[src/design/ordered_list_insert_delete_search_macros.svh]
// Assertion macros for the ordered list block.
`ifndef ORDERED_LIST_INSERT_DELETE_SEARCH_MACROS_SVH
`define ORDERED_LIST_INSERT_DELETE_SEARCH_MACROS_SVH

`ifndef SYNTHESIS

// Antecedent implies consequent in the same cycle.
`define OLIDS_ASSERT_IMP(label, clk, rst, ante, cons) \
   label: assert property (@(posedge clk) disable iff (rst) (ante) |-> (cons)) \
      else $error("ordered list check failed");

// Antecedent implies consequent in the next cycle.
`define OLIDS_ASSERT_NEXT(label, clk, rst, ante, cons) \
   label: assert property (@(posedge clk) disable iff (rst) (ante) |=> (cons)) \
      else $error("ordered list check failed");

`else

`define OLIDS_ASSERT_IMP(label, clk, rst, ante, cons)
`define OLIDS_ASSERT_NEXT(label, clk, rst, ante, cons)

`endif

`endif

[src/design/olids_pkg.sv]
package olids_pkg;

   localparam int DEPTH     = 128;
   localparam int KEY_BITS  = 32;
   localparam int DATA_BITS = 32;

   localparam int IDX_W = $clog2(DEPTH);
   localparam int CNT_W = $clog2(DEPTH + 1);

   // Fixed field widths on the ports
   localparam int MODE_W    = 2;
   localparam int KEY_IN_W  = 32;
   localparam int DATA_IN_W = 32;
   localparam int POS_W     = 8;
   localparam int STATUS_W  = 3;
   localparam int FOUND_W   = 7;
   localparam int ECNT_W    = 8;
   localparam int CMP_W     = (CNT_W > POS_W) ? CNT_W : POS_W;

   // Two-level priority encoder for search hits
   localparam int PRIO_GROUP  = 8;
   localparam int PRIO_GROUPS = (DEPTH + PRIO_GROUP - 1) / PRIO_GROUP;
   localparam int PRIO_PAD_W  = PRIO_GROUPS * PRIO_GROUP;
   localparam int PRIO_SUB_W  = $clog2(PRIO_GROUP);
   localparam int PRIO_FULL_W = $clog2(PRIO_PAD_W);

   typedef enum logic [MODE_W-1:0] {
      MODE_APPEND,
      MODE_INSERT,
      MODE_SEARCH,
      MODE_DELETE
   } mode_type;

   typedef enum logic [STATUS_W-1:0] {
      STATUS_OK        = 3'd0,
      STATUS_FULL      = 3'd1,
      STATUS_BAD_POS   = 3'd2,
      STATUS_EMPTY     = 3'd3,
      STATUS_NOT_FOUND = 3'd4
   } status_type;

   typedef enum logic [1:0] {
      ST_IDLE,
      ST_CMP,
      ST_GRP,
      ST_FIN
   } state_type;

   typedef struct packed {
      mode_type              mode;
      logic [KEY_IN_W-1:0]   key;
      logic [DATA_IN_W-1:0]  payload;
      logic [POS_W-1:0]      position;
   } olids_req_type;

   typedef struct packed {
      status_type            status;
      logic [FOUND_W-1:0]    found_position;
      logic [ECNT_W-1:0]     entry_count;
   } olids_rsp_type;

   // Broadcast to every cell
   typedef struct packed {
      logic                  load_en;
      mode_type              mode;
      logic [CNT_W-1:0]      pos;
      logic [CNT_W-1:0]      count;
   } olids_cmd_type;

   typedef struct packed {
      logic                  hit;
      logic [IDX_W-1:0]      idx;
   } olids_find_type;

endpackage

[src/design/olids_cell.sv]
module olids_cell
   import olids_pkg::*;
(
   input  logic                 clock,
   input  olids_cmd_type        cmd,
   input  logic [IDX_W-1:0]     cell_index,
   input  logic [KEY_BITS-1:0]  new_key,
   input  logic [DATA_BITS-1:0] new_data,
   input  logic [KEY_BITS-1:0]  left_key,
   input  logic [DATA_BITS-1:0] left_data,
   input  logic [KEY_BITS-1:0]  right_key,
   input  logic [DATA_BITS-1:0] right_data,
   input  logic [KEY_BITS-1:0]  search_key,
   output logic [KEY_BITS-1:0]  key,
   output logic [DATA_BITS-1:0] data,
   output logic                 match
);

   logic [KEY_BITS-1:0]  key_ff, key_in;
   logic [DATA_BITS-1:0] data_ff, data_in;
   logic                 match_ff, match_in;
   logic [CNT_W-1:0]     idx_c;

   assign idx_c = CNT_W'(cell_index);

   always_comb begin
      key_in  = key_ff;
      data_in = data_ff;
      if (cmd.load_en) begin
         unique case (cmd.mode)
            MODE_APPEND, MODE_INSERT: begin
               if (idx_c == cmd.pos) begin
                  key_in  = new_key;
                  data_in = new_data;
               end else if ((idx_c > cmd.pos) && (idx_c <= cmd.count)) begin
                  // make room: take the lower neighbor
                  key_in  = left_key;
                  data_in = left_data;
               end
            end
            MODE_DELETE: begin
               if ((idx_c >= cmd.pos) && ((idx_c + CNT_W'(1)) < cmd.count)) begin
                  // close the gap: take the upper neighbor
                  key_in  = right_key;
                  data_in = right_data;
               end
            end
            MODE_SEARCH: begin
            end
         endcase
      end
   end

   // only entries below the count take part in a search
   assign match_in = (key_ff == search_key) && (idx_c < cmd.count);

   always_ff @(posedge clock) begin
      key_ff   <= key_in;
      data_ff  <= data_in;
      match_ff <= match_in;
   end

   assign key   = key_ff;
   assign data  = data_ff;
   assign match = match_ff;

endmodule

[config.mk]
export PLATFORM = sky130hd
export DESIGN_NAME = olids_cell
export DESIGN_NICKNAME = d
export VERILOG_FILES = /design/src/design/ordered_list_insert_delete_search_macros.svh /design/src/design/olids_pkg.sv /design/src/design/olids_cell.sv
export SDC_FILE = /design/constraint.sdc
export NUM_CORES = 1
export LEC_CHECK = 0
export BUFFER_PORTS_ARGS = -buffer_cell sky130_fd_sc_hd__buf_2
export CAP_MARGIN = 20
export CORE_AREA = 2 2 124 126
export CTS_BUF_LIST = sky130_fd_sc_hd__clkbuf_4
export CTS_CLUSTER_SIZE = 8
export DETAILED_ROUTE_END_ITERATION = 10
export DIE_AREA = 0 0 126 128
export HOLD_SLACK_MARGIN = 0.03
export MAX_ROUTING_LAYER = met4
export PLACE_DENSITY = 0.69
export SYNTH_ARGS = -nofsm -noshare
export SYNTH_HDL_FRONTEND = slang
export SYNTH_SLANG_ARGS = --single-unit
[constraint.sdc]
create_clock -name clock -period 4.6 [get_ports clock]
set_input_delay 0.46 -clock clock [delete_from_list [all_inputs] [get_ports clock]]
set_output_delay 0.46 -clock clock [all_outputs]
set_load 0.02 [all_outputs]
* Word level (Yosys, flattened, before mapping)
Index checks and enable logic that the tools add are counted.
** Storage, ports and cells
- Memory bits (writable) :: 0
- Output and inout bits :: 65
- Word-level logic and storage cells :: 30
- Memories :: 0
- Memory bits (read-only) :: 0
- Input bits :: 251
- Register bits :: 65
- Latch bits :: 0
** Cells by class
- Order comparisons :: 5
- Multiply operators :: 0
- Equal/unequal tests :: 6
- Reductions and logical operators :: 7
- Add/subtract/negate cells :: 1
- Div/mod/pow operators :: 0
- Shifts and indexed selects :: 0
- Bitwise logic cells :: 0
- Mux-type cells :: 8
** Operators with widths (count)
- two-way mux 32 bit :: 6
- one-hot mux 32 bit (2 select lines) :: 2
- equality test 32 bit :: 1
- adder 7 x 1 -> 8 bit, second input constant :: 1
- equality test 7 x 8 -> 1 bit :: 1
- greater-or-equal comparator 7 x 8 -> 1 bit :: 1
- greater-than comparator 7 x 8 -> 1 bit :: 1
- <= comparator 7 x 8 -> 1 bit :: 1
- < comparator 7 x 8 -> 1 bit :: 1
- < comparator 8 bit :: 1
- AND reduction 4 bit :: 1
- logical AND 1 bit :: 3
- != test 3 bit, second input constant :: 1
- equality test 2 x 1 -> 1 bit, second input constant :: 1
- equality test 2 bit, second input constant :: 1
- zero test 2 bit :: 1
- != test 2 bit, second input constant :: 1
- nonzero test 2 bit :: 1
- OR reduction 2 bit :: 1

* Depth between registers and ports, before layout
Gate-level depths: netlist of run 1.
- Depth in word-level cells :: 5
- Depth in mapped cells :: 8
- Mapped depth without buffers :: 8

* Least setup slack after synthesis of run 1
Ideal clock, no wire load.
- Path type :: input to register
- From :: in cell_index[0]
- To :: reg data_ff[0], in the netlist data[0] (enable)
- Data arrival time :: 4301 ps
- Stages on the path :: 7
- Buffers on the path :: 0
- Required time :: 4121 ps
- Slack :: -180 ps
- Library setup time :: 479 ps
- Cell sequence :: ha_1 ha_1 nor2b_1 o211ai_1 a21oi_1 o311a_1 a211oi_2
** On the way
- Longest elaborated chain between the ends :: 5
- Elaborated cells on any way between the ends :: 11
- Classes of those cells :: add/sub (1); order compare (4); eq/ne (3); reduce/logical (3)
** Ends and longest elaborated chain
- start: declaration :: RTL line olids_cell.sv:6 : input logic [IDX_W-1:0] cell_index,
- adder 7 x 1 -> 8 bit :: RTL line olids_cell.sv:42 : if ((idx_c >= cmd.pos) && ((idx_c + CNT_W'(1)) < cmd.count)) begin
- < comparator 8 bit :: RTL line olids_cell.sv:42
- logical AND 1 bit :: RTL line olids_cell.sv:42
- != test 2 bit (no line)
- AND reduction 4 bit (no line) (*)
- end signal: assignment :: RTL line olids_cell.sv:59 : data_ff <= data_in;
- end: declaration :: RTL line olids_cell.sv:20 : logic [DATA_BITS-1:0] data_ff, data_in;
Every way passes the cells marked *; elsewhere a longest branch is shown, timed or not.
A chain may end at the register's enable or synchronous reset.

* Final worst setup path of run 1
- From :: in cell_index[6]
- To :: reg key_ff[1], in the netlist key[1], data pin
** On the way
- Longest elaborated chain between the ends :: 3
** Ends and longest elaborated chain
- equality test 7 x 8 -> 1 bit :: RTL line olids_cell.sv:32 : if (idx_c == cmd.pos) begin
- two-way mux 32 bit :: RTL line olids_cell.sv:32
- one-hot mux 32 bit (2 select lines) :: RTL line olids_cell.sv:30 : unique case (cmd.mode)
- end signal: assignment :: RTL line olids_cell.sv:58 : key_ff <= key_in;
- end: declaration :: RTL line olids_cell.sv:19 : logic [KEY_BITS-1:0] key_ff, key_in;
Every way passes these cells.

==> results.md, run 1 <==
- CP Data Required Time: 4.78 ns
- Proportion of netlist area held by the largest area contributor: 0.4415
- Worst-path clk slew: about 0.13 ns
- Post-CTS Repair Setup Buffers: 0
- H-Tree Depth: 3
- Seq/Total Area, Yosys: 0.4461
- Post_cts resized: 0
- IO buf count: 315
- Hold Crit Depth: 3
- Global-route wire length before repair: slightly above 20000 um
- Hold WC Path Type: primary input to register
- Tot GR Track Use: 0.1683
- Peak VDD IR: between 150 and 200 uV
- FILL cells: 1539
- Die footprint: 16130 sq um
- Min cycle time layout: 2.525 ns
- Clock Skew: 0.01297 ns
- Worst Setup SP: cell_index[6]
- GR Layer Usage met2: 0.2891
- Status: finished, final reports clean
- Total gr overflow: 0
- RSZ-0062 raised after global routing: false
- I/O pin count: 316
- Std-Cell Rows: 45
- WHS: roughly 0.31 ns
- Synth top area cells: edfxtp_1, mux2i_1, xnor2_1
- Hold_sp: right_key[20]
- Syn_area_per_cell: 10.70 sq um
- Vias: 4113
- FF-to-FF Start: key[26]$_DFFE_PP_
- Vias in the first global route: 4029
- GRT met1 Usage: 0.1893
- Most frequent cells in the layout: buf_2, nand2_1, mux2i_1, edfxtp_1, o21ai_1
- Final period util: 0.5490
- Detail Placement HPWL: 10930 um
- Cells after Synth: 407
- Clock Tree Buf Depth: 2
- Hold Buf Count CTS: 0
- Nets: 989
- Synth warnings: 0
- Initial Utilization: 0.2928
- # clock sinks: 65
- Antenna Nets Post-Route: 0
- Worst-case reg-to-reg path depth: 4
- Final wirelength: approximately 13000 um
- Fmax: 0.3960 GHz
- Busiest metal layer after global routing: met2
- Largest net degree at the start of global routing: 81
- Die height: 128 um
- Final Wtd Congestion: 0.8638
- Worst setup EP type: register
- Max-cap violations: 0
- Met3 GRT Util: 0.05342
- DR WL/cell: 14.78 um
- Commonest non-fill, non-tap cell in the layout: buf_2
- Startpoint types: primary input
- Mapped Area: 4353 sq um
- Root Buffer: clkbuf_4
- Final-report setup violation count: 0
- Ratio of cells with drive above 1 in the final layout: 0.4708
- Synth-to-Final Area Change: 41.85%
- Reg2reg setup slack: 3.08 ns
- Later-pin clock latency in the skew report: 0.41 ns
- Initial antenna violation count: 3
- DRC Markers: 0
- Setup_tns: 0 ns
- Actual slew at the worst max-slew pin: 0.8359 ns
- CP Class: primary input to register
- Synth unique cells: 37
- CTS tree: built
- CP max FO: 54
- Initial DRC count: 182
- Synth area leader: edfxtp_1
- Drt first pass iters: 4
- Rel. slew slack: 0.4409
- Power per cell area: approximately 240 nW/um^2
- Worst Hold End: key[20]$_DFFE_PP_
- LEAKAGE: between 0.002 and 0.003 uW
- Final Hold Fails: 0
- Core area: around 15000 sq um
- FF-to-FF End: match$_DFF_P_
- Post-synthesis net count: between 600 and 700
- Worst EP arrival: 2.70 ns
- Slew Viols, Final: 0
- Flops & latches, synth: 65
- Num CTS Buffers: 9
- Vias per cell: 4.515
- Die W: 126 um
## report_power, final
part           switching [uW]  leakage [uW]  total, uW  internal, uW
logic                     186       0.00200        357           171
clock network             217     0.0000768        394           177
registers                17.0      0.000577        712           695
## worst max-delay path, cell delays in order
cell and delay (ns):
buf_2 0.13, ha_1 0.34, nand4b_4 0.14, nor3_4 0.73, buf_12 0.40, mux2i_1 0.32, o21ai_1 0.11
## flip-flops by register name, indices dropped and copies added, names as in the netlist
signal,flops
key,32
match,1
data,32
## cell families (layout without fill, tap and decap cells)
kind of cell | after synthesis | count (layout) | share of synthesized area
AOI/OAI and AO/OA | 82 | 82 | 0.1012
muxes | 64 | 64 | 0.1472
DFF | 65 | 65 | 0.4461
adders and majority gates | 23 | 23 | 0.06611
xor gates and xnor gates | 37 | 37 | 0.07445
other | 0 | 3 | 0
and+or+nand+nor | 97 | 97 | 0.1049
buffers and inverters | 39 | 352 | 0.06007
## stage by stage
| step | cells | cell area [sq um] | total power [uW] | setup WS, ns | utilization |
|---|---|---|---|---|---|
| floorplan | 407 | 4360 | 907.6 | 0.7734 | - |
| global route | 911 | 6175 | 1554 | 2.019 | 0.4154 |
| finish | 911 | 6175 | 1463 | 2.075 | 0.4154 |
| detailed placement | 892 | 6028 | 1088 | 1.571 | 0.4056 |
| CTS | 908 | 6167 | 1494 | 2.100 | 0.4149 |
| global placement | 892 | 6028 | 1082 | 1.650 | 0.4056 |
## cell type report
class                           count  area [sq um]  share of cell area
Timing Repair Buffer              318          1624              0.2630
Clock buffer                       11         82.58             0.01337
Antenna cell                        3         7.507            0.001216
Inverter                           18         67.56             0.01094
Multi-Input combinational cell    303          2160              0.3497
Clock inverter                      5         56.30            0.009119
Sequential cell                    65          1942              0.3145
Tap cell                          188         235.2             0.03810
## cells in the mapped netlist (all sizes together)
cell type  instances
a211oi             2
a21o               1
a21oi              8
a31oi              1
and2               1
and3               4
buf               13
clkbuf             8
dfxtp              1
edfxtp            64
ha                23
inv               18
mux2i             64
nand2             67
nand2b             1
nand3              5
nand4              9
nand4b             2
nor2               2
nor2b              2
nor3               2
nor4               2
o211ai             1
o21ai             65
o22ai              1
o311a              1
o32ai              2
xnor2             36
xor2               1
## per-layer routing
| layer | routed length, um | vias up |
|---|---|---|
| met5 | 0 | - |
| met4 | 141 | 0 |
| met3 | 1112 | 9 |
| met2 | 6904 | 201 |
| met1 | 5307 | 1813 |
| li1 | - | 2090 |
## how the worst max path moves through the flow
stage	to	slack, ns	depth (start not counted)
global route	key[1]$_DFFE_PP_	2.02	7
CTS	key[1]$_DFFE_PP_	2.10	7
detailed placement	key[1]$_DFFE_PP_	1.57	7
floorplan	data[0]$_DFFE_PP_	0.77	7
finish	key[1]$_DFFE_PP_	2.07	7
global placement	key[1]$_DFFE_PP_	1.65	7
Power figures use the tool's default switching activity.
==> run 2, diff against run 1 <==
- CORE_AREA: 2 2 124 126 -> 2 2 122 124
- DIE_AREA: 0 0 126 128 -> 0 0 124 126
- PLACE_DENSITY: 0.69 -> 0.68
- clock period: 4.6 -> 2.4 ns (I/O delays scaled with it)
==> results.md, run 2 (synthesized netlist as in run 1, its figures left out) <==
- Post-Place Cells: 901 (+1.0%)
- Die footprint: 15620 sq um (-3.1%)
- Global-route wire length before repair: 19590 um (-3.3%)
- Crit path max-delay cell type: o311a_1
- Std-Cell Rows: 44 (-2.2%)
- Final Hold Fails: 0 (unchanged)
- Power per cell area: 445.0 nW/um^2 (+88%)
- H-Tree Depth: 3 (unchanged)
- Final period util: 0.8581
- Post_cts resized: 0 (unchanged)
- WHS: 0.08605 ns (-0.2190 ns)
- Vias per cell: 4.485 (-0.67%)
- CP max FO: 37 (-31%)
- LEAKAGE: 0.002720 uW (+2.6%)
- Critical path endpoint: data[28]$_DFFE_PP_
- Sequential Power Share: 0.484 (-0.002)
- Reg2reg setup slack: 0.90 ns (-2.18 ns)
- Final Wtd Congestion: 0.8549 (-1.0%)
- RSZ-0062 raised after global routing: false
- Worst EP arrival: 2.18 ns (-0.52 ns)
- Detail Placement HPWL: 11230 um (+2.7%)
- Worst-case reg-to-reg path depth: 4 (unchanged)
- Crit path depth: 9 (+2)
- Largest net degree at the start of global routing: 67 (-17%)
- Num CTS Buffers: 9 (unchanged)
- # clock sinks: 65 (unchanged)
- Initial antenna violation count: 1 (-2)
- Actual slew at the worst max-slew pin: 0.4065 ns (-0.4294 ns)
- Final-report setup violation count: 0 (unchanged)
- Later-pin clock latency in the skew report: 0.42 ns (about the same)
- Final Core Density: 0.4420 (+0.02655)
- Commonest non-fill, non-tap cell in the layout: buf_2
- NetSw: 808.3 uW (+92%)
- Max-cap violations: 0 (unchanged)
- DR WL/cell: 14.32 um (-3.1%)
- Slew Viols, Final: 0 (unchanged)
- FF-to-FF Start: key[26]$_DFFE_PP_
- Most frequent cells in the layout: buf_2, nand2_1, mux2i_1, edfxtp_1, o21ai_1
- Ratio of cells with drive above 1 in the final layout: 0.4843 (+0.01348)
- Total gr overflow: 0 (unchanged)
- Worst setup EP type: register
- WP buf/inv: 2 (unchanged)
- Peak VDD IR: 292.2 uV (+73%)
- Worst Slack Setup Final: 0.3406 ns (-1.734 ns)
- Min cycle time layout: 2.059 ns
- Nets: 1002 (+1.3%)
- Rel. slew slack: 0.7282 (+0.2872)
- I/O pin count: 316 (unchanged)
- Critical Path Max Stage Delay: 0.33 ns (-0.40 ns)
- Hold WC Path Type: primary input to register
- Vias in the first global route: 3927 (-2.5%)
- Status: finished, final reports clean
- Hold Buf Count CTS: 0 (unchanged)
- Critical-path cell list: buf_2 -> ha_4 -> ha_1 -> nor2b_1 -> o211ai_1 -> a21oi_1 -> o311a_1 -> a211oi_4 -> buf_12
- DRC Markers: 0 (unchanged)
- Post-layout instance area: 6326 sq um (+2.5%)
- Synth-to-Final Area Change: 45.33%
- Post-CTS Repair Setup Buffers: 0 (unchanged)
- Initial DRC count: 155 (-15%)
- CTS tree: built
- DP Area: 6181 sq um (+2.5%)
- Cell Int Power: 2007 uW (+93%)
- Non-Filler Instances: 918 (+0.77%)
- Clock Skew: 0.01211 ns (-0.0008618 ns)
- Clock Tree Buf Depth: 2 (unchanged)
- Worst Setup SP: cell_index[0]
- Worst-path clk slew: 0.12 ns (about the same)
- Drt first pass iters: 4 (unchanged)
- Clock power frac: 0.264 (-0.005)
- Initial Utilization: 0.3041 (+0.01126)
- Startpoint types: primary input
- Switching share of power: 0.2871 (about the same)
- Core area: 14310 sq um (-3.7%)
- IO buf count: 315 (unchanged)
- Crit path max-delay family: compound AO/OA/AOI/OAI gates
- Fmax: 0.4856 GHz
- Vias: 4117 (+0.097%)
- Die W: 124 um (-1.6%)
- CP Data Required Time: 2.52 ns (-2.26 ns)
- Die height: 126 um (-1.6%)
- Root Buffer: clkbuf_4
- FILL cells: 1460 (-5.1%)
- CP Class: primary input to register
- Combinational power share: 0.252 (+0.008)
- Tot GR Track Use: 0.1708 (+0.002447)
- Final wirelength: 13150 um (-2.4%)
- Post-place setup slack: -0.09291 ns (-1.663 ns)
- FF-to-FF End: match$_DFF_P_
- Antenna Nets Post-Route: 0 (unchanged)
[run 2: power by group through the flow]
stage | sequential, uW | clock (uW) | combinational, uW
finish | 1360 | 743 | 708
global route | 1370 | 824 | 789
CTS | 1360 | 782 | 718
detailed placement | 1390 | 0 | 716
global placement | 1390 | 0 | 708
floorplan | 1470 | 0 | 274
[run 2: stage by stage]
step / setup TNS [ns] / power, uW
6_report: 0 / 2815
5_1_grt: 0 / 2985
4_1_cts: 0 / 2865
3_5_place_dp: -4.453 / 2107
3_3_place_gp: -3.396 / 2097
2_1_floorplan: -70.41 / 1741
[run 2: layout make-up]
type / count / area (sq um) / share of cell area
Antenna cell: 1 / 2.502 / 0.0003956
Inverter: 18 / 67.56 / 0.01068
Clock inverter: 6 / 67.56 / 0.01068
Timing Repair Buffer: 331 / 1759 / 0.2781
Clock buffer: 10 / 75.07 / 0.01187
Multi-Input combinational cell: 303 / 2182 / 0.3449
Sequential cell: 65 / 1942 / 0.3070
Tap cell: 184 / 230.2 / 0.03639
[run 2: worst reg2reg max path, delay by kind of cell, from the launching register on]
kind | cells | cell delay [ns]
xor gates and xnor gates | 1 | 0.20
DFF | 1 | 0.47
and+or+nand+nor | 3 | 0.78
[run 2: how the worst min path moves through the flow]
stage | startpoint | endpoint | slack, ns | depth (start not counted)
floorplan | right_data[10] | data[10]$_DFFE_PP_ | 0.43 | 2
global placement | right_data[28] | data[28]$_DFFE_PP_ | 0.52 | 3
detailed placement | right_data[28] | data[28]$_DFFE_PP_ | 0.53 | 3
CTS | right_key[18] | key[18]$_DFFE_PP_ | 0.03 | 3
global route | right_key[18] | key[18]$_DFFE_PP_ | 0.04 | 3
finish | right_key[10] | key[10]$_DFFE_PP_ | 0.09 | 3
[run 2: metal layers]
layer,track usage,part of all wire,vias up
met5,-,0,-
met4,0.04891,0.013,0
met3,0.04393,0.073,16
met2,0.3051,0.52,170
met1,0.1846,0.40,1811
li1,-,-,2120
