<file path="src/design/ordered_list_insert_delete_search_macros.svh">
// Assertion macros for the ordered list block.
`ifndef ORDERED_LIST_INSERT_DELETE_SEARCH_MACROS_SVH
`define ORDERED_LIST_INSERT_DELETE_SEARCH_MACROS_SVH

`ifndef SYNTHESIS

// Antecedent implies consequent in the same cycle.
`define OLIDS_ASSERT_IMP(label, clk, rst, ante, cons) \
   label: assert property (@(posedge clk) disable iff (rst) (ante) |-> (cons)) \
      else $error("ordered list check failed");

// Antecedent implies consequent in the next cycle.
`define OLIDS_ASSERT_NEXT(label, clk, rst, ante, cons) \
   label: assert property (@(posedge clk) disable iff (rst) (ante) |=> (cons)) \
      else $error("ordered list check failed");

`else

`define OLIDS_ASSERT_IMP(label, clk, rst, ante, cons)
`define OLIDS_ASSERT_NEXT(label, clk, rst, ante, cons)

`endif

`endif

</file>
<file path="src/design/olids_pkg.sv">
package olids_pkg;

   localparam int DEPTH     = 128;
   localparam int KEY_BITS  = 32;
   localparam int DATA_BITS = 32;

   localparam int IDX_W = $clog2(DEPTH);
   localparam int CNT_W = $clog2(DEPTH + 1);

   // Fixed field widths on the ports
   localparam int MODE_W    = 2;
   localparam int KEY_IN_W  = 32;
   localparam int DATA_IN_W = 32;
   localparam int POS_W     = 8;
   localparam int STATUS_W  = 3;
   localparam int FOUND_W   = 7;
   localparam int ECNT_W    = 8;
   localparam int CMP_W     = (CNT_W > POS_W) ? CNT_W : POS_W;

   // Two-level priority encoder for search hits
   localparam int PRIO_GROUP  = 8;
   localparam int PRIO_GROUPS = (DEPTH + PRIO_GROUP - 1) / PRIO_GROUP;
   localparam int PRIO_PAD_W  = PRIO_GROUPS * PRIO_GROUP;
   localparam int PRIO_SUB_W  = $clog2(PRIO_GROUP);
   localparam int PRIO_FULL_W = $clog2(PRIO_PAD_W);

   typedef enum logic [MODE_W-1:0] {
      MODE_APPEND,
      MODE_INSERT,
      MODE_SEARCH,
      MODE_DELETE
   } mode_type;

   typedef enum logic [STATUS_W-1:0] {
      STATUS_OK        = 3'd0,
      STATUS_FULL      = 3'd1,
      STATUS_BAD_POS   = 3'd2,
      STATUS_EMPTY     = 3'd3,
      STATUS_NOT_FOUND = 3'd4
   } status_type;

   typedef enum logic [1:0] {
      ST_IDLE,
      ST_CMP,
      ST_GRP,
      ST_FIN
   } state_type;

   typedef struct packed {
      mode_type              mode;
      logic [KEY_IN_W-1:0]   key;
      logic [DATA_IN_W-1:0]  payload;
      logic [POS_W-1:0]      position;
   } olids_req_type;

   typedef struct packed {
      status_type            status;
      logic [FOUND_W-1:0]    found_position;
      logic [ECNT_W-1:0]     entry_count;
   } olids_rsp_type;

   // Broadcast to every cell
   typedef struct packed {
      logic                  load_en;
      mode_type              mode;
      logic [CNT_W-1:0]      pos;
      logic [CNT_W-1:0]      count;
   } olids_cmd_type;

   typedef struct packed {
      logic                  hit;
      logic [IDX_W-1:0]      idx;
   } olids_find_type;

endpackage

</file>
<file path="src/design/olids_prio.sv">
module olids_prio
   import olids_pkg::*;
(
   input  logic             clock,
   input  logic [DEPTH-1:0] match_vec,
   output olids_find_type   find
);

   logic [PRIO_PAD_W-1:0]  padded;
   logic [PRIO_GROUPS-1:0] grp_hit_ff, grp_hit_in;
   logic [PRIO_SUB_W-1:0]  grp_idx_ff [PRIO_GROUPS];
   logic [PRIO_SUB_W-1:0]  grp_idx_in [PRIO_GROUPS];
   logic [PRIO_FULL_W-1:0] full_idx;

   assign padded = PRIO_PAD_W'(match_vec);

   // first level: lowest hit inside each group
   always_comb begin
      for (int g = 0; g < PRIO_GROUPS; g++) begin
         grp_hit_in[g] = |padded[g*PRIO_GROUP +: PRIO_GROUP];
         grp_idx_in[g] = '0;
         for (int j = PRIO_GROUP - 1; j >= 0; j--) begin
            if (padded[g*PRIO_GROUP + j]) begin
               grp_idx_in[g] = PRIO_SUB_W'(j);
            end
         end
      end
   end

   always_ff @(posedge clock) begin
      grp_hit_ff <= grp_hit_in;
      grp_idx_ff <= grp_idx_in;
   end

   // second level: lowest group with a hit
   always_comb begin
      full_idx = '0;
      for (int g = PRIO_GROUPS - 1; g >= 0; g--) begin
         if (grp_hit_ff[g]) begin
            full_idx = PRIO_FULL_W'(g * PRIO_GROUP) + PRIO_FULL_W'(grp_idx_ff[g]);
         end
      end
      find.hit = |grp_hit_ff;
      find.idx = IDX_W'(full_idx);
   end

endmodule
</file>
<file path="config.mk">
export PLATFORM = sky130hd
export DESIGN_NAME = olids_prio
export DESIGN_NICKNAME = d
export VERILOG_FILES = /design/src/design/ordered_list_insert_delete_search_macros.svh /design/src/design/olids_pkg.sv /design/src/design/olids_prio.sv
export SDC_FILE = /design/constraint.sdc
export NUM_CORES = 1
export LEC_CHECK = 0
export ABC_CLOCK_PERIOD_IN_PS = 1880
export BUFFER_PORTS_ARGS = -buffer_cell sky130_fd_sc_hd__buf_2
export CORE_ASPECT_RATIO = 1.2
export CORE_MARGIN = 4
export CORE_UTILIZATION = 45
export DETAILED_ROUTE_END_ITERATION = 6
export PLACE_DENSITY_LB_ADDON = 0.12
export SYNTH_ARGS = -nofsm -noshare
export SYNTH_HDL_FRONTEND = slang
export SYNTH_SLANG_ARGS = --single-unit
</file>
<file path="constraint.sdc">
create_clock -name clock -period 1.88 [get_ports clock]
set_input_delay 0.376 -clock clock [delete_from_list [all_inputs] [get_ports clock]]
set_output_delay 0.376 -clock clock [all_outputs]
set_load 0.02 [all_outputs]
</file>
Word-level counts from Yosys, hierarchy flattened:

Cells that the tools add are included.

* $add $sub $neg: 15
* multipliers: 0
* divide/modulo/power cells: 0
* magnitude comparators: 0
* equal/unequal tests: 0
* shifts and indexed selects: 0
* mux-type cells: 128
* bitwise logic cells: 0
* reductions and logical operators: 49

Operator list (count)
* 3-bit 2-to-1 mux: 64
* 8-bit OR reduction: 16
* 7-bit 2-to-1 mux: 16
* 2-bit 2-to-1 mux: 32
* 4-bit OR reduction: 16
* 2-bit OR reduction: 16
* 6-bit by 3-bit adder with 7-bit output, first input constant: 4
* 7-bit by 3-bit adder with 7-bit output, first input constant: 4
* 1-bit 2-to-1 mux: 16
* 16-bit OR reduction: 1
* 6-bit by 4-bit adder with 7-bit output, first input constant: 2
* 5-bit by 3-bit adder with 6-bit output, first input constant: 2
* 5-bit by 4-bit adder with 6-bit output, first input constant: 1
* 4-bit by 3-bit adder with 5-bit output, first input constant: 1
* 4-bit by 4-bit adder with 5-bit output, first input constant: 1

* flip-flop bits (word level): 64
* bits in latches: 0
* bits in writable memories: 0
* memory bits (read-only): 0
* input port bits: 129
* output and inout port bits: 8
* logic and storage cells: 241
* memories: 0

Longest topological paths before layout:

Gate-level depths: netlist (run 1).

* depth after elaboration: 17
* gate-level depth with buffers: 6
* gate-level depth less buffers: 5

Worst setup path before layout (run 1):

No wires, ideal clock.

* path type: register to output
* start: register grp_hit_ff[10]
* end: output find[0] (netlist bit)
* arrival time: 1439 ps
* required time: 1504 ps
* path slack: 65 ps
* stages on the path, launching flop included: 6
* buffers on the path: 0
* cells stage by stage: dfxtp_1 nor2_2 o221ai_1 o21ai_1 a31oi_1 a211oi_1

RTL lines
* from (decl): RTL line olids_prio.sv:10 `logic [PRIO_GROUPS-1:0] grp_hit_ff, grp_hit_in;`
* from (signal assigned): RTL line olids_prio.sv:31 `grp_hit_ff <= grp_hit_in;`
* to (decl): RTL line olids_prio.sv:6 `output olids_find_type find`

==> results_dict.tcl, run 1 <==
set metrics [dict create \
    outcome "finished, violations left" \
    violations "negative setup slack" \
    final_area_um2 4115 \
    p_clk_share_pct 38.2 \
    tns_ps -1896 \
    finalHoldViolations 0 \
    max_freq_ghz 0.4655 \
    synth_most_common_cell "dfxtp_1" \
    finalWorstSetupSlack_ps -268.2 \
    powerDensity_nw_per_um2 702.7 \
    grt_max_degree 11 \
    drive_above_1_share_pct 34.14 \
    dp_hpwl_um 6407 \
    seq_area_um2 1291 \
    switchingPower_w 0.0006721 \
    relSlewSlack_pct 72.93 \
    hold_buffers 0 \
    synth_commonest_cells "dfxtp_1 (64), nor3_1 (50), a21oi_1 (43)" \
    p_comb_share_pct 12.3 \
    vias 3218 \
    wl_per_cell_um 12.41 \
    swShare_pct 23.24 \
    setup_viol 8 \
    fillers 587 \
    start_kind "flop" \
    ys_async_sr_fraction_pct 0 \
    clkSinkCount 64 \
    htreeDepth 3 \
    dieArea_um2 7948 \
    grt_pass1_wl_um 12220 \
    die_h_um 96.87 \
    clock_path_buffers 2 \
    synth-seq-area-share_pct 43.26 \
    required_ps 1500 \
    vias_per_cell 5.157 \
    ys.flop_type "dfxtp_1" \
    crit_path_end_kind "primary output" \
    nets 664 \
    drt_iter0_markers 73 \
    gp_congestion 0.9597 \
    syn_avg_cell_area_um2 7.856 \
    area_growth_pct 38.95 \
    synth-edff-count 0 \
    place_area_um2 3789 \
    seq_power_share_pct 49.5 \
    netlist_top_cells_area "dfxtp_1 (43%), nor3_1 (8.4%), a21oi_1 (7.3%)" \
    cp.arrival_ps 1770 \
    fin_crit_ps 2148 \
    netlist_area_um2 2962 \
    power.total_w 0.002892 \
    synth_seq_cells 64 \
    gr-total-overflow 0 \
    core_area_um2 6406 \
    synth_top_area_share_pct 43.26 \
    numCtsBuffers 9 \
    drt_first_pass_iters 4 \
    row_count 32 \
    synth_cell_type_count 30 \
    antenna_left 0 \
    syn_nets 506 \
    totalWireLength_um 7742 \
    drc 0 \
    num_antenna_cells 0 \
    grt_util_all_layers_pct 19.23 \
    cts_tree "yes" \
    cts.clk_slew.worst_paths_ps 70 \
    slew_viol_final 0 \
    worst_slew_pin_slew_ps 402.3 \
    worstPathMaxFanout 5 \
    syn_inst 377 \
    fin_crit_sh_pct 114.3 \
    grt_pass1_vias 3069 \
    multiInputGateArea_um2 1602 \
    ir_drop_uv 454.0 \
    io_buffers 136 \
    io_pins 137 \
    grt_antenna_before_repair 0 \
    place_worst_setup_slack_ps -13.44 \
    synth_top_area_cell "dfxtp_1" \
    p_int_w 0.002220 \
    cts-root-buf "clkbuf_8" \
    worstSetupPathType "reg -> out" \
    leakage_nw 1.899 \
    rsz0062_at_grt "true" \
    min_path_type "in -> reg" \
    start_util_pct 46.23 \
    cap_viol_max_count 0 \
    yosys_warnings 0 \
    fp.dieW_um 82.06 \
]
[critical path, cell delays in order (launching register included)]
cell	delay, ps
dfxtp_2	320
or2_4	270
or3_4	350
nor4_4	270
nor3_1	80
buf_2	160
[per-stage QoR]
step	utilization [%]	instances	hold WS, ps
final	64.24	624	231.2
after global routing	64.24	624	218.3
after global placement	59.14	603	569.4
after floorplan	-	377	448.4
after detailed placement	59.14	603	570.1
after CTS	63.14	619	214.4
[what timing repair did]
action,4_1_cts,5_1_grt
resized for setup,16,8
endpoints found under the setup margin,8,8
endpoints found under the hold margin,0,0
gates cloned,0,0
buffers inserted,1,5
pin swaps,6,8
[cell usage in the layout (no fill, tap or decap), types with 2 or more instances in the layout]
| cell type | n |
|---|---|
| o22a_1 | 2 |
| a221oi_2 | 3 |
| buf_2 | 134 |
| a211oi_1 | 3 |
| dfxtp_1 | 58 |
| o21bai_1 | 17 |
| dfxtp_2 | 5 |
| o21ai_0 | 3 |
| nor3_1 | 50 |
| nor4_1 | 33 |
| a221oi_1 | 4 |
| nand2b_1 | 3 |
| nand3_1 | 2 |
| a22oi_1 | 2 |
| nor2_1 | 40 |
| clkinv_2 | 3 |
| buf_4 | 13 |
| o21ai_1 | 2 |
| inv_1 | 40 |
| o221ai_1 | 5 |
| a21oi_1 | 43 |
| o22ai_1 | 2 |
| nor2b_4 | 2 |
| nor2b_1 | 17 |
| a31oi_1 | 2 |
| or2_4 | 2 |
| clkbuf_8 | 10 |
| nand2_1 | 22 |
[per-layer routing]
layer,GRT usage (%),share of wire [%],routed length [um],up-vias
li1,-,-,-,1687
met1,20.91,41,3164,1426
met2,34.60,51,3912,93
met3,4.749,6.6,509,12
met4,7.289,2.0,155,0
met5,0,0,0,-
[area by class of cell]
class	instances	share of cell area [%]
multi-input combinational	272	38.92
timing repair buffer	148	18.94
clock inverter	4	1.095
sequential	64	31.38
clock buffer	11	3.436
inverter	40	3.649
tap	85	2.584
[registers in the layout (all words and copies together), names as in the netlist]
name	cells
grp_idx_ff	48
grp_hit_ff	16
[path summary, 6_finish.rpt]
path / from / to / slack [ps] / cells after the start
setup / recovery: grp_hit_ff[12]$_DFF_P_ / find[6] / -270 / 5
hold / removal: match_vec[32] / grp_idx_ff[33]$_SDFF_PP0_ / 230 / 2
[kinds of logic after synthesis]
group                  Yosys count  share of synthesized area, %
buffers and inverters           41                         5.238
flip-flops                      64                         43.26
AND/OR/NAND/NOR                177                         30.63
AO/OA/AOI/OAI                   95                         20.87
[power by group through the flow]
stage	Clock, W	Combinational [W]	Sequential (W)
floorplan	0	0.000134	0.00145
global placement	0	0.000343	0.00146
detailed placement	0	0.000355	0.00146
CTS	0.00113	0.000357	0.00143
global route	0.00118	0.000401	0.00143
finish	0.00111	0.000357	0.00143
Power figures use the tool's default switching activity.
==> run 2: changes to the inputs <==
--- a/config.mk
+++ b/config.mk
@@ -12,6 +12,7 @@
 export CORE_UTILIZATION = 45
 export DETAILED_ROUTE_END_ITERATION = 6
 export PLACE_DENSITY_LB_ADDON = 0.12
+export REMOVE_ABC_BUFFERS = 1
 export SYNTH_ARGS = -nofsm -noshare
 export SYNTH_HDL_FRONTEND = slang
 export SYNTH_SLANG_ARGS = --single-unit
==> results_dict.tcl, run 2 (synthesis results as in run 1) <==
set metrics [dict create \
    outcome "finished, violations left" \
    violations "negative setup slack" \
    crit_chain "or2_4 -> or3_4 -> nor4_4 -> nand2_1 -> buf_2" \
    largest-register "grp_idx_ff" \
    max_freq_ghz 0.4735 \
    drt_iter0_markers 98 \
    clkSinkCount 64 \
    ir_drop_uv 396.7 \
    grt_pass1_wl_um 11860 \
    wl_met1_um 3058 \
    wl_per_cell_um 12.41 \
    die_h_um 96.87 \
    numCtsBuffers 9 \
    grt_max_degree 12 \
    slowest_stage "or3_4" \
    cap_viol_max_count 0 \
    io_buffers 136 \
    powerDensity_nw_per_um2 754.4 \
    wl_met2_um 3879 \
    fp.dieW_um 82.06 \
    grt_antenna_before_repair 0 \
    worstPathMaxFanout 5 \
    drive_above_1_share_pct 36.64 \
    drt_first_pass_iters 4 \
    antenna_left 0 \
    fin_util_pct 65.51 \
    crit_path_end_kind "primary output" \
    grt_util_all_layers_pct 18.86 \
    vias 3222 \
    vias_per_cell 5.197 \
    worst_slew_pin_slew_ps 404.4 \
    grt_pass1_vias 3019 \
    layout_commonest_cell "buf_2" \
    gp_congestion 0.9779 \
    setup_viol 7 \
    totalWireLength_um 7696 \
    relSlewSlack_pct 72.79 \
    hold_depth 2 \
    tns_ps -1471 \
    core_area_um2 6406 \
    gr-total-overflow 0 \
    start_util_pct 46.23 \
    min_from "match_vec[8]" \
    nets 659 \
    rsz0062_at_grt "true" \
    worstSetupPathType "reg -> out" \
    finalWorstSetupSlack_ps -232.0 \
    row_count 32 \
    min_path_type "in -> reg" \
    area_growth_pct 41.70 \
    max_stage_delay_ps 360 \
    dieArea_um2 7948 \
    wl_met3_um 586 \
    leakage_nw 1.911 \
    cp.arrival_ps 1740 \
    largest_reg_flops 48 \
    drc 0 \
    cts.clk_slew.worst_paths_ps 70 \
    dp_hpwl_um 6299 \
    hold_buffers 0 \
    cts-root-buf "clkbuf_8" \
    required_ps 1500 \
    fin_crit_sh_pct 112.3 \
    routed.top_layer "met4" \
    final_cell_mix "buf_2 (131), dfxtp_1 (56), nor3_1 (49), nor2_1 (41), a21oi_1 (41)" \
    start_kind "flop" \
    largestRegisters "grp_idx_ff x48, grp_hit_ff x16" \
    io_pins 137 \
    fin_crit_ps 2112 \
    finalHoldViolations 0 \
    num_antenna_cells 0 \
    clock_path_buffers 2 \
    slew_viol_final 0 \
    cts_tree "yes" \
    hold_end "grp_idx_ff[42]$_SDFF_PP0_" \
    htreeDepth 3 \
]
-- run 2: cell types whose count changed in the layout (fill, tap and decap cells not counted), moves of 2 or more --
cell        change
a21oi_1         -2
a21oi_2         +2
a221oi_1        -4
a221oi_2        +4
buf_2           -3
clkbuf_8        +2
clkinv_2        -3
clkinvlp_4      +2
dfxtp_1         -2
o21ai_2         +2
-- run 2: area by class of cell --
class / instances / area, um^2
inverter: 40 / 150.1
fill: 567 / 2210
clock inverter: 4 / 75.07
timing repair buffer: 143 / 745.7
tap: 85 / 106.4
sequential: 64 / 1296
multi-input combinational: 272 / 1658
clock buffer: 12 / 165.2
-- run 2: metal layers --
metal,track usage [%],vias to the layer above
met5,0,-
met4,7.928,0
met3,5.121,17
met2,33.98,101
met1,19.82,1416
li1,-,1688
-- run 2: power breakdown --
| group | internal [W] | total (W) | switching, W |
|---|---|---|---|
| Clock | 0.000854 | 0.00138 | 0.000522 |
| Combinational | 0.000178 | 0.000357 | 0.000179 |
| Sequential | 0.00141 | 0.00143 | 0.0000252 |
-- run 2: critical path, delay by kind of cell (launching register included) --
kind                   cells  cell delay, ps
and+or+nand+nor            4             910
DFF                        1             320
buffers and inverters      1             160
-- run 2: per-stage QoR --
stage          worst slack [ps]  instances  hold WS, ps  cell area [um^2]  total power [W]
2_1_floorplan             65.43        376        448.4              2957         0.001586
3_3_place_gp              77.82        603        569.3              3789         0.001805
3_5_place_dp              42.18        603        570.5              3789         0.001815
4_1_cts                  -277.8        620        205.9              4126         0.003177
5_1_grt                  -301.8        620        208.5              4197         0.003282
6_report                 -232.0        620        210.1              4197         0.003166
-- run 2: timing repair --
action	4_1_cts	5_1_grt
setup endpoints to repair	8	8
pin swaps	9	9
gates resized for setup	28	15
setup buffers	1	0
-- run 2: worst max-delay path by stage --
stage	slack, ps	start	endpoint	cells after the start
after global routing	-300	grp_hit_ff[9]$_DFF_P_	find[1]	6
after CTS	-280	grp_hit_ff[12]$_DFF_P_	find[7]	5
final	-230	grp_hit_ff[12]$_DFF_P_	find[7]	5
after global placement	80	grp_hit_ff[9]$_DFF_P_	find[2]	6
after detailed placement	40	grp_hit_ff[9]$_DFF_P_	find[2]	6
after floorplan	70	grp_hit_ff[10]$_DFF_P_	find[0]	5
==> run 3: changes to the inputs <==
--- a/config.mk
+++ b/config.mk
@@ -6,12 +6,13 @@
 export NUM_CORES = 1
 export LEC_CHECK = 0
 export ABC_CLOCK_PERIOD_IN_PS = 1880
-export BUFFER_PORTS_ARGS = -buffer_cell sky130_fd_sc_hd__buf_2
 export CORE_ASPECT_RATIO = 1.2
 export CORE_MARGIN = 4
 export CORE_UTILIZATION = 45
 export DETAILED_ROUTE_END_ITERATION = 6
+export DONT_BUFFER_PORTS = 1
 export PLACE_DENSITY_LB_ADDON = 0.12
+export RECOVER_POWER = 25
 export REMOVE_ABC_BUFFERS = 1
 export SYNTH_ARGS = -nofsm -noshare
 export SYNTH_HDL_FRONTEND = slang
==> results_dict.tcl, run 3 (synthesis results as in run 1) <==
set metrics [dict create \
    outcome "finished, violations left" \
    violations "negative setup slack" \
    io_buffers 0 \
    power.total_w 0.002604 \
    area_growth_pct 16.56 \
    largest-register "grp_idx_ff" \
    cts-root-buf "clkbuf_8" \
    cap_viol_max_count 0 \
    wl_met1_um 2783 \
    row_count 32 \
    antenna_left 0 \
    rsz0062_at_grt "true" \
    clkSinkCount 64 \
    place_area_um2 3153 \
    grt_max_degree 11 \
    wl_met3_um 615 \
    totalWireLength_um 7098 \
    crit_path_end_kind "primary output" \
    vias 2710 \
    fin_crit_sh_pct 111.4 \
    core_area_um2 6406 \
    wl_per_cell_um 14.46 \
    gr-total-overflow 0 \
    ir_drop_uv 366.6 \
    worst_slew_pin_slew_ps 488.1 \
    vias_per_cell 5.519 \
    drive_above_1_share_pct 13.79 \
    grt_antenna_before_repair 0 \
    max_freq_ghz 0.4774 \
    worstSetupPathType "reg -> out" \
    htreeDepth 3 \
    die_h_um 96.87 \
    drt_iter0_markers 45 \
    dieArea_um2 7948 \
    powerDensity_nw_per_um2 754.3 \
    slew_viol_final 0 \
    required_ps 1500 \
    dp_hpwl_um 5818 \
    setup_viol 8 \
    cp.arrival_ps 1720 \
    num_antenna_cells 0 \
    grt_pass1_wl_um 11180 \
    drc 0 \
    io_pins 137 \
    gp_congestion 0.9398 \
    grt_util_all_layers_pct 18.16 \
    fp.dieW_um 82.06 \
    place_worst_setup_slack_ps 27.02 \
    fin_util_pct 53.89 \
    cts.clk_slew.worst_paths_ps 70 \
    final_cell_mix "dfxtp_1 (58), nor3_1 (50), nor2_1 (41), a21oi_1 (41), inv_1 (40)" \
    fin_crit_ps 2095 \
    hold_end "grp_idx_ff[42]$_SDFF_PP0_" \
    cts_tree "yes" \
    start_util_pct 46.23 \
    numCtsBuffers 9 \
    largest_reg_flops 48 \
    leakage_nw 1.382 \
    drt_first_pass_iters 6 \
    hold_depth 1 \
    clock_path_buffers 2 \
    tns_ps -1361 \
    min_path_type "in -> reg" \
    min_from "match_vec[8]" \
    nets 531 \
    final_area_um2 3452 \
    start_kind "flop" \
    largestRegisters "grp_idx_ff x48, grp_hit_ff x16" \
    grt_pass1_vias 2807 \
    worstPathMaxFanout 5 \
    finalWorstSetupSlack_ps -214.5 \
    routed.top_layer "met4" \
    finalHoldViolations 0 \
    hold_buffers 0 \
    slowest_stage "dfxtp_2" \
    wl_met2_um 3605 \
    max_stage_delay_ps 340 \
    crit_chain "or2_4 -> a221oi_2 -> o21ai_1 -> a31oi_1 -> a211oi_1 -> buf_4" \
    relSlewSlack_pct 67.16 \
    layout_commonest_cell "dfxtp_1" \
]
-- run 3: cell count changes in the layout (fill, tap and decap cells not counted), sizes merged --
cell / delta
bufinv: -2
clkinv: +2
buf: -128
clkinvlp: -1
-- run 3: timing repair --
action                     4_1_cts  5_1_grt
pin swaps                        8        6
setup endpoints to repair        8        8
resized for setup               19        9
gates cloned                     0        0
buffers inserted                 2        1
hold endpoints to repair         0        0
-- run 3: how the worst max path moves through the flow --
| stage | startpoint | to | slack, ps |
|---|---|---|---|
| floorplan | grp_hit_ff[10]$_DFF_P_ | find[0] | 70 |
| global route | grp_hit_ff[12]$_DFF_P_ | find[4] | -300 |
| finish | grp_hit_ff[8]$_DFF_P_ | find[2] | -210 |
| global placement | grp_hit_ff[9]$_DFF_P_ | find[2] | 80 |
| CTS | grp_hit_ff[12]$_DFF_P_ | find[6] | -260 |
| detailed placement | grp_hit_ff[9]$_DFF_P_ | find[2] | 30 |
-- run 3: stage by stage --
stage | hold slack [ps] | instances
floorplan | 448.4 | 376
finish | 106.7 | 491
detailed placement | 450.4 | 473
global route | 79.80 | 491
CTS | 81.26 | 490
global placement | 451.4 | 473
-- run 3: layer usage --
metal	global-route usage, %	vias up
li1	-	1420
met2	31.24	105
met1	19.81	1178
met3	7.076	7
met5	0	-
met4	6.138	0
-- run 3: cell type report --
cell class,instances,area [um^2]
repair buffers,15,116.4
clock buffers,12,155.1
clock inverters,3,17.52
inverters,40,150.1
fillers,614,2954
well taps,85,106.4
flip-flops and latches,64,1291
multi-input cells,272,1615
-- run 3: power by group --
| group | switching [W] | leakage, nW | internal [W] |
|---|---|---|---|
| clock network | 0.000472 | 0.0882 | 0.000538 |
| logic | 0.0000719 | 0.770 | 0.0000873 |
| registers | 0.0000256 | 0.524 | 0.00141 |
-- run 3: critical path, delay by kind of cell, from the launching register on --
family          cells  cell delay (ps)
simple gates        1              280
buf+inv             1              170
compound gates      4              600
flops               1              340
